--- src/design/lrfp_pkg.sv ---
// lrfp_pkg: shared types and constants for the sensor response frame parser
// frame marker bytes, command codes, result status codes and parser phases
// used by lidar_response_frame_parser_unit; no dependencies

package lrfp_pkg;

  // frame marker bytes
  localparam logic [7:0] HDR_FIRST  = 8'h55;
  localparam logic [7:0] HDR_SECOND = 8'hAA;
  localparam logic [7:0] END_MARK   = 8'hFA;

  // response command codes
  localparam logic [7:0] CMD_MEASURE = 8'h81;
  localparam logic [7:0] CMD_RESET   = 8'h84;
  localparam logic [7:0] CMD_FACTORY = 8'h85;
  localparam logic [7:0] CMD_PRODUCT = 8'h86;

  // header, command, length and end byte around the payload
  localparam int unsigned FRAME_OVERHEAD = 5;

  // payload bytes that are kept per frame
  localparam int unsigned STORE_DEPTH = 7;
  localparam int unsigned STORE_IDX_W = 3;

  // result channel widths
  localparam int unsigned OUT_DATA_W = 104;
  localparam int unsigned STATUS_W   = 3;

  // result status codes
  typedef enum logic [STATUS_W-1:0] {
    ST_MEASURE = 3'd0,
    ST_RESET   = 3'd1,
    ST_FACTORY = 3'd2,
    ST_PRODUCT = 3'd3,
    ST_UNKNOWN = 3'd4
  } status_t;

  // parser phases, one-hot
  typedef enum logic [5:0] {
    PH_HDR1 = 6'b000001,
    PH_HDR2 = 6'b000010,
    PH_CMD  = 6'b000100,
    PH_LEN  = 6'b001000,
    PH_DATA = 6'b010000,
    PH_END  = 6'b100000
  } phase_t;

endpackage

--- src/design/lidar_response_frame_parser_unit.sv ---
// lidar_response_frame_parser_unit: byte-wise parser for sensor response frames
// keeps the sensor record and emits one result per completed frame
// depends on lrfp_pkg for marker bytes, command codes, status codes and phases
//
// usage:
//   in_*  : one received serial byte per transaction in in_tdata
//   out_* : one result per frame 0x55 0xAA cmd len payload 0xFA; out_tuser
//           holds the frame status, out_tdata the whole kept sensor record
//           after the frame has updated it
// result: registered, valid in the cycle after the end byte is accepted
// throughput: one byte per cycle while in_tready is high; the parser state and the result register
//   are updated in the same cycle that a byte is accepted
// stall: a result waits in the output register while out_tready is low; in that
//   time in_tready is low, and it rises again in the cycle the result is taken
// reset: synchronous, active low; the parser hunts for a first header byte, the
//   payload store and kept record read as zero, and no result is pending
// malformed frames (length too large, wrong second header or end byte) give no
//   result; a 0x55 in place of the second header or end byte starts a new frame

module lidar_response_frame_parser_unit #(
  parameter int unsigned MAX_FRAME_BYTES = 32
) (
  input  logic                              clk,
  input  logic                              rst_n,
  // input byte stream
  input  logic                              in_tvalid,
  output logic                              in_tready,
  input  logic [7:0]                        in_tdata,   // [7:0] rx_byte
  // result stream
  output logic                              out_tvalid,
  input  logic                              out_tready,
  // [15:0] distance_mm, [23:16] error_code, [31:24] offset_short_a,
  // [39:32] offset_short_b, [47:40] offset_long_a, [55:48] offset_long_b,
  // [71:56] crosstalk_value, [79:72] calibration_state, [87:80] product_type,
  // [95:88] port_mode, [103:96] firmware_version
  output logic [lrfp_pkg::OUT_DATA_W-1:0]   out_tdata,
  output logic [lrfp_pkg::STATUS_W-1:0]     out_tuser   // [2:0] frame_status
);

  localparam logic [8:0] MaxFrame = 9'(MAX_FRAME_BYTES);
  localparam logic [8:0] Overhead = 9'(lrfp_pkg::FRAME_OVERHEAD);

  // parser state
  lrfp_pkg::phase_t phase_r, phase_nxt;
  logic [7:0] cmd_r, cmd_nxt;
  logic [7:0] len_r, len_nxt;
  logic [7:0] cnt_r, cnt_nxt;
  logic [7:0] store_r   [lrfp_pkg::STORE_DEPTH];
  logic [7:0] store_nxt [lrfp_pkg::STORE_DEPTH];

  // kept sensor record
  logic [15:0] distance_r, distance_nxt;
  logic [7:0]  error_r, error_nxt;
  logic [7:0]  offset_r   [4];
  logic [7:0]  offset_nxt [4];
  logic [15:0] xtalk_r, xtalk_nxt;
  logic [7:0]  calib_r, calib_nxt;
  logic [7:0]  product_r   [3];
  logic [7:0]  product_nxt [3];

  // result register
  logic                              out_valid_r;
  logic [lrfp_pkg::OUT_DATA_W-1:0]   out_data_r;
  logic [lrfp_pkg::STATUS_W-1:0]     out_user_r;

  logic             in_accept;
  logic             emit;
  lrfp_pkg::status_t status;
  logic [7:0]       rx;
  logic             len_too_big;

  assign rx        = in_tdata;
  assign in_tready = !out_valid_r || out_tready;
  assign in_accept = in_tvalid && in_tready;

  assign len_too_big = ({1'b0, rx} + Overhead) > MaxFrame;

  // next parser state and kept record for the accepted byte
  always_comb begin
    phase_nxt    = phase_r;
    cmd_nxt      = cmd_r;
    len_nxt      = len_r;
    cnt_nxt      = cnt_r;
    store_nxt    = store_r;
    distance_nxt = distance_r;
    error_nxt    = error_r;
    offset_nxt   = offset_r;
    xtalk_nxt    = xtalk_r;
    calib_nxt    = calib_r;
    product_nxt  = product_r;
    emit         = 1'b0;
    status       = lrfp_pkg::ST_MEASURE;

    unique case (phase_r)
      lrfp_pkg::PH_HDR2: begin
        if (rx == lrfp_pkg::HDR_SECOND) begin
          phase_nxt = lrfp_pkg::PH_CMD;
        end else if (rx == lrfp_pkg::HDR_FIRST) begin
          phase_nxt = lrfp_pkg::PH_HDR2;
          cmd_nxt   = '0;
          len_nxt   = '0;
          cnt_nxt   = '0;
          for (int i = 0; i < lrfp_pkg::STORE_DEPTH; i++) store_nxt[i] = '0;
        end else begin
          phase_nxt = lrfp_pkg::PH_HDR1;
        end
      end
      lrfp_pkg::PH_CMD: begin
        cmd_nxt   = rx;
        phase_nxt = lrfp_pkg::PH_LEN;
      end
      lrfp_pkg::PH_LEN: begin
        if (len_too_big) begin
          phase_nxt = lrfp_pkg::PH_HDR1;
        end else begin
          len_nxt   = rx;
          cnt_nxt   = '0;
          phase_nxt = (rx != 8'd0) ? lrfp_pkg::PH_DATA : lrfp_pkg::PH_END;
        end
      end
      lrfp_pkg::PH_DATA: begin
        // keep the first payload bytes, count the rest
        for (int i = 0; i < lrfp_pkg::STORE_DEPTH; i++) begin
          if (cnt_r == 8'(i)) store_nxt[i] = rx;
        end
        if (cnt_r != 8'hFF) cnt_nxt = cnt_r + 8'd1;
        if (cnt_nxt >= len_r) phase_nxt = lrfp_pkg::PH_END;
      end
      lrfp_pkg::PH_END: begin
        if (rx == lrfp_pkg::END_MARK) begin
          phase_nxt = lrfp_pkg::PH_HDR1;
          emit      = 1'b1;
          // decode the command and update the kept record
          unique case (cmd_r)
            lrfp_pkg::CMD_MEASURE: begin
              distance_nxt = {store_r[0], store_r[1]};
              error_nxt    = store_r[2];
              status       = lrfp_pkg::ST_MEASURE;
            end
            lrfp_pkg::CMD_RESET: begin
              status = lrfp_pkg::ST_RESET;
            end
            lrfp_pkg::CMD_FACTORY: begin
              for (int i = 0; i < 4; i++) offset_nxt[i] = store_r[i];
              xtalk_nxt = {store_r[4], store_r[5]};
              calib_nxt = store_r[6];
              status    = lrfp_pkg::ST_FACTORY;
            end
            lrfp_pkg::CMD_PRODUCT: begin
              for (int i = 0; i < 3; i++) product_nxt[i] = store_r[i];
              status = lrfp_pkg::ST_PRODUCT;
            end
            default: begin
              status = lrfp_pkg::ST_UNKNOWN;
            end
          endcase
        end else if (rx == lrfp_pkg::HDR_FIRST) begin
          phase_nxt = lrfp_pkg::PH_HDR2;
          cmd_nxt   = '0;
          len_nxt   = '0;
          cnt_nxt   = '0;
          for (int i = 0; i < lrfp_pkg::STORE_DEPTH; i++) store_nxt[i] = '0;
        end else begin
          phase_nxt = lrfp_pkg::PH_HDR1;
        end
      end
      default: begin
        // hunting for the first header byte
        if (rx == lrfp_pkg::HDR_FIRST) begin
          phase_nxt = lrfp_pkg::PH_HDR2;
          cmd_nxt   = '0;
          len_nxt   = '0;
          cnt_nxt   = '0;
          for (int i = 0; i < lrfp_pkg::STORE_DEPTH; i++) store_nxt[i] = '0;
        end else begin
          phase_nxt = lrfp_pkg::PH_HDR1;
        end
      end
    endcase
  end

  // parser state and kept record
  always_ff @(posedge clk) begin
    if (!rst_n) begin
      phase_r    <= lrfp_pkg::PH_HDR1;
      cmd_r      <= '0;
      len_r      <= '0;
      cnt_r      <= '0;
      for (int i = 0; i < lrfp_pkg::STORE_DEPTH; i++) store_r[i] <= '0;
      distance_r <= '0;
      error_r    <= '0;
      for (int i = 0; i < 4; i++) offset_r[i] <= '0;
      xtalk_r    <= '0;
      calib_r    <= '0;
      for (int i = 0; i < 3; i++) product_r[i] <= '0;
    end else if (in_accept) begin
      phase_r    <= phase_nxt;
      cmd_r      <= cmd_nxt;
      len_r      <= len_nxt;
      cnt_r      <= cnt_nxt;
      store_r    <= store_nxt;
      distance_r <= distance_nxt;
      error_r    <= error_nxt;
      offset_r   <= offset_nxt;
      xtalk_r    <= xtalk_nxt;
      calib_r    <= calib_nxt;
      product_r  <= product_nxt;
    end
  end

  // result valid flag
  always_ff @(posedge clk) begin
    if (!rst_n) begin
      out_valid_r <= 1'b0;
    end else if (in_accept && emit) begin
      out_valid_r <= 1'b1;
    end else if (out_tready) begin
      out_valid_r <= 1'b0;
    end
  end

  // result payload, loaded with the updated record
  always_ff @(posedge clk) begin
    if (in_accept && emit) begin
      out_user_r <= status;
      out_data_r <= {product_nxt[2], product_nxt[1], product_nxt[0], calib_nxt, xtalk_nxt,
                     offset_nxt[3], offset_nxt[2], offset_nxt[1], offset_nxt[0],
                     error_nxt, distance_nxt};
    end
  end

  assign out_tvalid = out_valid_r;
  assign out_tdata  = out_data_r;
  assign out_tuser  = out_user_r;

`ifndef ASSERT_OFF
  // the payload counter never reaches the length while payload bytes are due
  a_count_below_len: assert property (@(posedge clk) disable iff (!rst_n)
    (phase_r == lrfp_pkg::PH_DATA) |-> (cnt_r < len_r))
    else $error("payload counter reached length in data phase");

  // a frame past the length check always fits the frame limit
  a_len_fits: assert property (@(posedge clk) disable iff (!rst_n)
    ((phase_r == lrfp_pkg::PH_DATA) || (phase_r == lrfp_pkg::PH_END))
      |-> (({1'b0, len_r} + Overhead) <= MaxFrame))
    else $error("accepted length exceeds the frame limit");

  // a new result follows only an accepted end byte in the end phase
  a_result_source: assert property (@(posedge clk) disable iff (!rst_n)
    $rose(out_valid_r) |-> ($past(in_accept) && ($past(phase_r) == lrfp_pkg::PH_END)
      && ($past(rx) == lrfp_pkg::END_MARK)))
    else $error("result raised without a completed frame");

  // after a completed frame the parser hunts for a header again
  a_hunt_after_frame: assert property (@(posedge clk) disable iff (!rst_n)
    (in_accept && emit) |=> (phase_r == lrfp_pkg::PH_HDR1))
    else $error("parser not back in header hunt after a frame");
`endif

endmodule

--- config.mk ---
export PLATFORM = sky130hd
export DESIGN_NAME = lidar_response_frame_parser_unit
export DESIGN_NICKNAME = d
export VERILOG_FILES = /design/src/design/lrfp_pkg.sv /design/src/design/lidar_response_frame_parser_unit.sv
export SDC_FILE = /design/constraint.sdc
export NUM_CORES = 1
export LEC_CHECK = 0
export BUFFER_PORTS_ARGS = -buffer_cell sky130_fd_sc_hd__buf_4
export CORE_ASPECT_RATIO = 0.7
export CORE_MARGIN = 2
export CORE_UTILIZATION = 66
export CTS_BUF_LIST = sky130_fd_sc_hd__clkbuf_8
export CTS_CLUSTER_DIAMETER = 120
export DETAILED_ROUTE_END_ITERATION = 6
export PLACE_DENSITY = 0.87
export SLEW_MARGIN = 0
export SYNTH_ARGS = -nofsm -noshare
export SYNTH_HDL_FRONTEND = slang
export SYNTH_SLANG_ARGS = --single-unit
--- constraint.sdc ---
create_clock -name clk -period 11.4 [get_ports clk]
set_input_delay 2.28 -clock clk [delete_from_list [all_inputs] [get_ports clk]]
set_output_delay 2.28 -clock clk [all_outputs]
set_load 0.005 [all_outputs]
==> flow_summary.yaml, run 1 <==
logic_synthesis:
  synthArstFlopShare: 0
  muxShareOfSynthArea: 0.230
  synthCells: 1037
  syn-num-nets: 1061
  synth_edf_count: 107
  synth_compound_area_frac: 0.0328
  ys_seq_area_frac: 0.568
  ys_ff_latch: 298
  synth_top_family_by_area: "multiplexers"
  synth_cell_type_count: 58
  synth_top_flop_cell: "dfxtp_1"
  syn-cell-area_um2: 12400
  yosys.area_share.xor_xnor: 0.00283
  synthAdderAreaFrac: 0.0121
  ys.warnings.count: 0
  yosys.area_share.simple: 0.125
  avgSynthCellArea_um2: 11.9
floorplan:
  row_count: 41
  initial_utilization: 0.680
  io_pins: 121
  die_h_um: 119
  die-area_um2: 19900
  die_w_um: 168
  core_area_um2: 18200
clock_tree:
  cts.path.max_buffers: 3
  cts_resized: 0
  cts_buffers: 43
  tritoncts: "built"
  post_cts_buffers: 0
  clk_pin_slew_ns: 0.07
  hold_buffers: 0
  clock_latency_ns: 0.56
  htree_levels: 2
  cts_sinks: 298
  cts_root_buf: "clkbuf_8"
critical_path:
  r2r_start: "phase_r[4]"
  r2r_cells: 4
  worstSetupStartpointType: "input port"
  slowest_stage: "nand2b_1"
  r2r-end: "out_tdata[76]"
  arrival_ns: 2.87
  slowest_delay_ns: 0.27
  ff2ff_setup_slack_ns: 7.92
  crit_chain: "buf_4 -> nand2b_1 -> buf_4"
  crit_path_frequent_cell: "buf_4"
  crit_type: "in2out"
  cp_max_fo: 7
  required_ns: 9.12
  endpoint_kind: "primary output"
detailed_routing:
  routed_wl_um: 27300
  drcViolationCount: 0
  wl_per_cell_um: 19.2
  vias: 8375
  viasPerCell: 5.89
  ant_nets: 0
  first_pass_iters: 5
  first_iter_violations: 868
grt:
  grt_pass1_vias: 8204
  grt_max_degree: 93
  antenna_found_initial: 0
  grt_overflow: 0
  grt_pass1_wl_um: 43100
  grt_use_total: 0.273
sta:
  whs_ns: 0.454
  slew_headroom: 0.262
  finalSetupTns_ns: 0
  hold_viol: 0
  drv_slew: 0
  post-route-min-period_ns: 5.15
  rsz0062_at_grt: "no"
  tightest_slew_ns: 1.11
  fmax_mhz: 194
  finalSetupViolCount: 0
  timing.final.crit_share: 0.452
  finalClockSkew_ns: 0.0292
final_layout:
  mostFrequentLayoutCells: "191 x dfxtp_1, 166 x mux2i_1, 133 x nand2_1"
  area_growth_pct: 14.8
  final_core_util: 0.781
  insertedDiodeCount: 0
  num-nets-final: 1175
  final_common_cell: "dfxtp_1"
  design_area_um2: 14200
  drive_gt1_frac: 0.253
  n_fill_cell: 1156
job:
  maxCapViolCount: 0
place:
  placed_area_um2: 13400
  gp_congestion: 0.892
  numPortBuffers: 120
  hpwl_um: 16500
min_path:
  hold_path_class: "reg2reg"
  hold_depth: 2
  holdPathEnd: "cmd_r[7]"
  hp-start: "cmd_r[7]"
pwr:
  p_per_area_nw_per_um2: 138
  peakVddDrop_mv: 0.0789
  leakage_nw: 5.27
  p_total_mw: 1.96
status:
  status: "completed"
[kinds of logic (layout without fill, tap and decap cells)]
logic type               Yosys count  in the layout
adder cells (fa/ha/maj)           12             12
multiplexers                     272            272
XOR/XNOR                           4              4
AND/OR/NAND/NOR                  323            323
AO/OA/AOI/OAI                     57             57
flip-flops                       298            298
buffers and inverters             71            220
[cells in the mapped netlist (all sizes together), types with 4 or more instances]
master,n,area (µm²)
nand2b,4,25.0
nor2b,5,31.3
and2,4,25.0
nand3,17,85.1
edfxtp,107,3210
mux2i,166,1660
a21oi,20,100
or2,8,50.1
and2b,4,30.0
nand4,7,43.8
dfxtp,191,3820
o2bb2ai,5,43.8
o21ai,9,45.0
clkbuf,31,116
inv,12,45.0
nor3,5,36.3
nor4,9,108
nand2,138,546
and3,7,43.8
a21o,5,37.5
mux2,106,1190
buf,28,200
nor2,97,364
ha,12,150
[final cells by class]
type,count,area [µm²],area share
sequential,298,7040,0.495
multi-input combinational,668,5010,0.353
timing repair buffer,128,961,0.0676
clock buffer,49,674,0.0474
tap,236,295,0.0208
clock inverter,31,198,0.0139
inverter,12,45.0,0.00317
[per-layer routing]
| metal | vias to the layer above | track usage | part of all wire |
|---|---|---|---|
| li1 | 3917 | - | - |
| met1 | 4081 | 0.396 | 0.46 |
| met2 | 340 | 0.421 | 0.45 |
| met3 | 37 | 0.0566 | 0.078 |
| met4 | 0 | 0.0690 | 0.015 |
| met5 | - | 0 | 0 |
[power by group]
part | internal [mW] | switching, mW
Sequential | 1.09 | 0.000368
Combinational | 0.00510 | 0.0181
Clock | 0.443 | 0.401
Total | 1.54 | 0.419
[critical path, delay by kind of cell]
kind / cells / cell delay (ns)
simple gates: 1 / 0.27
buf+inv: 2 / 0.31
[metrics by stage]
step / instances / worst slack [ns]
2_1_floorplan: 1037 / 3.52
3_3_place_gp: 1342 / 6.17
3_5_place_dp: 1342 / 6.14
4_1_cts: 1422 / 6.26
5_1_grt: 1422 / 6.23
6_report: 1422 / 6.25
[state kept, by name, summed over array words and instances, names as in the netlist, 3 cells and up]
name        flops
offset_r       32
out_tdata     104
calib_r         8
cnt_r           8
store_r        56
distance_r     16
product_r      24
xtalk_r        16
cmd_r           8
error_r         8
out_tuser       3
phase_r         6
len_r           8
[worst max-delay path by stage]
stage	start	endpoint	slack, ns	cells after the start
3_5_place_dp	in_tdata[2]	out_tdata[2]	6.14	5
5_1_grt	out_tready	in_tready	6.23	3
2_1_floorplan	in_tdata[2]	out_tdata[0]	3.52	3
3_3_place_gp	in_tdata[2]	out_tdata[76]	6.17	5
6_report	out_tready	in_tready	6.25	3
4_1_cts	out_tready	in_tready	6.26	3
No activity file was read; power rests on OpenSTA's default activity.
==> inputs of run 2 (changes only) <==
--- a/config.mk
+++ b/config.mk
@@ -5,14 +5,15 @@
 export SDC_FILE = /design/constraint.sdc
 export NUM_CORES = 1
 export LEC_CHECK = 0
+export ABC_AREA = 1
 export BUFFER_PORTS_ARGS = -buffer_cell sky130_fd_sc_hd__buf_4
 export CORE_ASPECT_RATIO = 0.7
 export CORE_MARGIN = 2
-export CORE_UTILIZATION = 66
+export CORE_UTILIZATION = 62
 export CTS_BUF_LIST = sky130_fd_sc_hd__clkbuf_8
 export CTS_CLUSTER_DIAMETER = 120
 export DETAILED_ROUTE_END_ITERATION = 6
-export PLACE_DENSITY = 0.87
+export PLACE_DENSITY = 0.82
 export SLEW_MARGIN = 0
 export SYNTH_ARGS = -nofsm -noshare
 export SYNTH_HDL_FRONTEND = slang
==> constraint.sdc (replaced) <==
create_clock -name clk -period 5.25 [get_ports clk]
set_input_delay 1.05 -clock clk [delete_from_list [all_inputs] [get_ports clk]]
set_output_delay 1.05 -clock clk [all_outputs]
set_load 0.005 [all_outputs]
==> flow_summary.yaml, run 2 <==
logic_synthesis:
  syn-num-nets: 1771
  ys_ff_latch: 298
  synth_cell_type_count: 35
  synth_top_cell_by_area: "dfxtp_1"
  synthCells: 1747
  synth_edf_count: 107
  synthTopCellsByCount: "396 x nand2_1, 293 x nor2_1, 253 x inv_1"
  ys_seq_area_frac: 0.527
  ys.warnings.count: 0
  synth.area.top_cells: "dfxtp_1 29%, edfxtp_1 24%, nand2_1 11%"
  yosysMostFrequentCell: "nand2_1"
  yosys.area.top_type_share: 0.286
  synth_top_flop_cell: "dfxtp_1"
  avgSynthCellArea_um2: 7.65
  syn-cell-area_um2: 13400
  synthArstFlopShare: 0
detailed_routing:
  ant_nets: 0
  wl_per_cell_um: 15.0
  first_iter_violations: 1186
  viasPerCell: 5.30
  vias: 11400
  first_pass_iters: 6
  routed_wl_um: 32500
  drcViolationCount: 0
final_layout:
  final_common_cell: "nand2_1"
  num-nets-final: 1870
  final_core_util: 0.725
  largest_reg_flops: 104
  area_growth_pct: 13.6
  n_fill_cell: 1632
  design_area_um2: 15200
  insertedDiodeCount: 0
  drive_gt1_frac: 0.123
  mostFrequentLayoutCells: "396 x nand2_1, 292 x nor2_1, 276 x inv_1"
floorplan:
  initial_utilization: 0.638
  row_count: 44
  core_area_um2: 20900
  die_h_um: 127
  die-area_um2: 22800
  die_w_um: 179
  io_pins: 121
pwr:
  swShare: 0.240
  p_sw_mw: 1.10
  peakVddDrop_mv: 0.242
  leakage_nw: 7.72
  pwr-share-seq: 0.541
  pwr-share-comb: 0.062
  p_int_mw: 3.49
  power_frac_clock: 0.397
  p_per_area_nw_per_um2: 302
critical_path:
  crit_type: "in2reg"
  arrival_ns: 3.32
  worstSetupStartpointType: "input port"
  endpoint_kind: "flop"
  crit_chain: "buf_4 -> nor2_2 -> nand2_1 -> nor2_2 -> nand4_4 -> buf_4 -> o21ai_1 -> inv_1"
  cp_max_fo: 70
  slowest_stage: "nand4_4"
  slowest_delay_ns: 0.74
  crit_buf_inv: 3
  path_delay_family: "simple AND/OR/NAND/NOR gates"
  required_ns: 5.55
place:
  gp_congestion: 0.893
  placed_area_um2: 14300
  numPortBuffers: 120
  hpwl_um: 21500
grt:
  antenna_found_initial: 0
  grt_pass1_wl_um: 52500
  grt_pass1_vias: 10800
  grt_overflow: 0
  grt_max_degree: 102
  grt_use_total: 0.282
clock_tree:
  post_cts_buffers: 0
  cts_sinks: 298
  cts_root_buf: "clkbuf_8"
  htree_levels: 2
  clk_pin_slew_ns: 0.06
  cts_buffers: 45
  hold_buffers: 0
  cts_resized: 0
  cts.path.max_buffers: 3
  tritoncts: "built"
  clock_latency_ns: 0.56
sta:
  finalSetupViolCount: 0
  slew_headroom: 0.337
  finalClockSkew_ns: 0.0105
  drv_slew: 0
  fmax_mhz: 331
  tightest_slew_ns: 0.994
  finalSetupTns_ns: 0
  hold_viol: 0
  post-route-min-period_ns: 3.02
  rsz0062_at_grt: "no"
  timing.final.crit_share: 0.575
job:
  maxCapViolCount: 0
status:
  status: "completed"
min_path:
  hold_path_class: "reg2reg"
## run 2: cell types whose count changed in the layout (fill, tap and decap cells not counted), sizes merged, moves of 7 or more
| cell | delta |
|---|---|
| nand3 | +112 |
| nor4 | -7 |
| mux2 | -106 |
| o21ai | +136 |
| and3 | -7 |
| a21oi | +65 |
| nor2 | +210 |
| or2 | -7 |
| inv | +254 |
| mux2i | -166 |
| nand2 | +267 |
## run 2: final timing paths
path	start	to	slack, ns	depth (start not counted)
worst min-delay path	len_r[5]	len_r[5]	0.45	2
worst max-delay path	in_tdata[0]	out_tdata[77]	2.23	8
worst min register to register	len_r[5]	len_r[5]	0.45	2
worst max register to register	cnt_r[0]	phase_r[1]	2.28	18
## run 2: area by class of cell
cell class	count	area [µm²]	area share
clock buffer	55	757	0.0499
sequential	298	7040	0.464
tap	276	345	0.0228
multi-input combinational	1107	4920	0.324
timing repair buffer	131	1010	0.0664
clock inverter	28	114	0.00750
inverter	263	991	0.0653
## run 2: through the flow
step           total power, mW  hold slack (ns)  std cells  setup WS (ns)
4_1_cts                   4.60            0.457       2158           2.30
3_3_place_gp              2.79            0.449       2075           1.81
2_1_floorplan             2.74            0.429       1747          0.436
5_1_grt                   4.76            0.494       2158           1.94
3_5_place_dp              2.81            0.449       2075           1.72
6_report                  4.59            0.453       2158           2.23
## run 2: cell families after synthesis
| family | Yosys count | synth area share |
|---|---|---|
| and+or+nand+nor | 859 | 0.266 |
| buffers and inverters | 342 | 0.106 |
| DFF | 298 | 0.527 |
| AOI/OAI and AO/OA | 234 | 0.0891 |
| adders and majority gates | 12 | 0.0112 |
| xor gates and xnor gates | 2 | 0.00131 |
## run 2: layer usage
| layer | GRT usage | share of wire | vias to the layer above |
|---|---|---|---|
| met3 | 0.0548 | 0.093 | 100 |
| li1 | - | - | 5681 |
| met5 | 0 | 0 | - |
| met2 | 0.443 | 0.44 | 498 |
| met4 | 0.107 | 0.030 | 0 |
| met1 | 0.391 | 0.44 | 5160 |
## run 2: power groups by stage
stage / clock, mW / combinational, mW / sequential (mW)
finish: 1.82 / 0.282 / 2.48
global route: 1.94 / 0.325 / 2.49
CTS: 1.84 / 0.279 / 2.48
detailed placement: 0 / 0.276 / 2.53
global placement: 0 / 0.261 / 2.53
floorplan: 0 / 0.215 / 2.52
## run 2: worst reg2reg max path: cells and delay by family, from the launching register on
kind                     cells  cell delay (ns)
buffers and inverters        2             0.19
flip-flops                   1             0.44
adder cells (fa/ha/maj)      2             0.45
AND/OR/NAND/NOR             14             1.77
==> inputs of run 3 (changes only) <==
==> constraint.sdc (replaced) <==
create_clock -name clk -period 2.8 [get_ports clk]
set_input_delay 0.56 -clock clk [delete_from_list [all_inputs] [get_ports clk]]
set_output_delay 0.56 -clock clk [all_outputs]
set_load 0.005 [all_outputs]
==> flow_summary.yaml, run 3 (same netlist as run 2, synthesis figures left out) <==
status:
  status: "completed"
grt:
  antenna_found_initial: 0
  use_met2: 0.434
  grt.busiest_layer: "met2"
  grtUsageMet1: 0.376
  grt_max_degree: 145
  grt_pass1_wl_um: 51200
  grt_pass1_vias: 10600
  grt_overflow: 0
  use_met3: 0.0531
  grt_use_total: 0.275
clock_tree:
  hold_buffers: 0
  cts_buffers: 42
  cts_resized: 0
  tritoncts: "built"
  cts.path.max_buffers: 3
  cts_sinks: 298
  cts_root_buf: "clkbuf_8"
  clk_pin_slew_ns: 0.07
  clock_latency_ns: 0.57
  htree_levels: 2
  post_cts_buffers: 0
final_layout:
  largest_reg_flops: 104
  drive_gt1_frac: 0.131
  num-nets-final: 1882
  design_area_um2: 15300
  area_growth_pct: 14.4
  final_common_cell: "nand2_1"
  insertedDiodeCount: 0
  mostFrequentLayoutCells: "395 x nand2_1, 292 x nor2_1, 263 x inv_1"
critical_path:
  arrival_ns: 2.92
  required_ns: 3.28
  cp_max_fo: 7
  worstSetupStartpointType: "flop"
  crit_type: "reg2reg"
  endpoint_kind: "flop"
sta:
  post-route-min-period_ns: 2.44
  slew_headroom: 0.531
  hold_viol: 0
  drv_slew: 0
  rsz0062_at_grt: "no"
  tightest_slew_ns: 0.701
  timing.final.crit_share: 0.870
  worst_slack_ns: 0.363
  whs_ns: 0.299
  finalSetupTns_ns: 0
  fmax_mhz: 410
  finalClockSkew_ns: 0.0207
  finalSetupViolCount: 0
place:
  placed_area_um2: 14500
  gp_congestion: 0.858
  numPortBuffers: 120
  hpwl_um: 21100
  dp_slack_ns: 0.387
floorplan:
  row_count: 44
  die_h_um: 127
  die-area_um2: 22800
  core_area_um2: 20900
  die_w_um: 179
  initial_utilization: 0.638
  io_pins: 121
min_path:
  hold_path_class: "in2reg"
detailed_routing:
  viasPerCell: 5.29
  ant_nets: 0
  vias: 11500
  first_iter_violations: 1063
  routed_wl_um: 31700
  first_pass_iters: 5
  wl_per_cell_um: 14.6
  drcViolationCount: 0
pwr:
  p_per_area_nw_per_um2: 555
  leakage_nw: 7.75
  p_total_mw: 8.49
  peakVddDrop_mv: 0.401
job:
  maxCapViolCount: 0
run 3: cell count changes in the layout (fill, tap and decap cells not counted):
cell,change
clkinv_1,+8
inv_1,-13
buf_4,+11
inv_2,-1
buf_12,+4
nand2_1,-1
clkbuf_8,-8
clkinv_2,+7
inv_8,+1
nand2_2,+1
bufinv_16,+1
run 3: worst paths after layout:
check	start	cells past startpoint	to	slack (ns)
worst max register to register	cnt_r[1]	15	phase_r[4]	0.36
worst max-delay path	cnt_r[1]	15	phase_r[4]	0.36
worst min register to register	len_r[7]	2	len_r[7]	0.46
worst min-delay path	out_tready	4	out_tvalid	0.30
run 3: area by class of cell:
cell class / instances / area [µm²]
Clock buffer: 47 / 647
Fill cell: 1576 / 5630
Timing Repair Buffer: 146 / 1170
Sequential cell: 298 / 7040
Inverter: 263 / 991
Tap cell: 276 / 345
Clock inverter: 31 / 168
Multi-Input combinational cell: 1107 / 4930
run 3: worst max-delay path, cell delays in order (launching register included):
cell,delay (ns)
dfxtp_1,0.40
ha_1,0.23
nand2_1,0.12
inv_1,0.13
nand3_1,0.19
buf_4,0.22
nand2_1,0.06
ha_1,0.23
nand2_1,0.06
a21oi_1,0.06
nor2_1,0.09
nand4_1,0.15
buf_4,0.20
nand3_1,0.06
nand2_1,0.05
nor2_1,0.11
run 3: metal layers:
metal / part of all wire / vias to the layer above
met3: 0.088 / 88
met2: 0.44 / 465
li1: - / 5716
met1: 0.44 / 5196
met5: 0 / -
met4: 0.033 / 0
run 3: stage by stage:
stage           util  cells
2_1_floorplan      -   1747
3_3_place_gp   0.692   2090
3_5_place_dp   0.692   2090
4_1_cts        0.731   2168
5_1_grt        0.731   2168
6_report       0.731   2168
run 3: power breakdown:
part | leakage [nW] | total (mW) | switching (mW) | internal (mW)
Clock | 0.461 | 3.30 | 1.65 | 1.65
Sequential | 2.55 | 4.65 | 0.0622 | 4.59
Combinational | 4.73 | 0.534 | 0.358 | 0.176
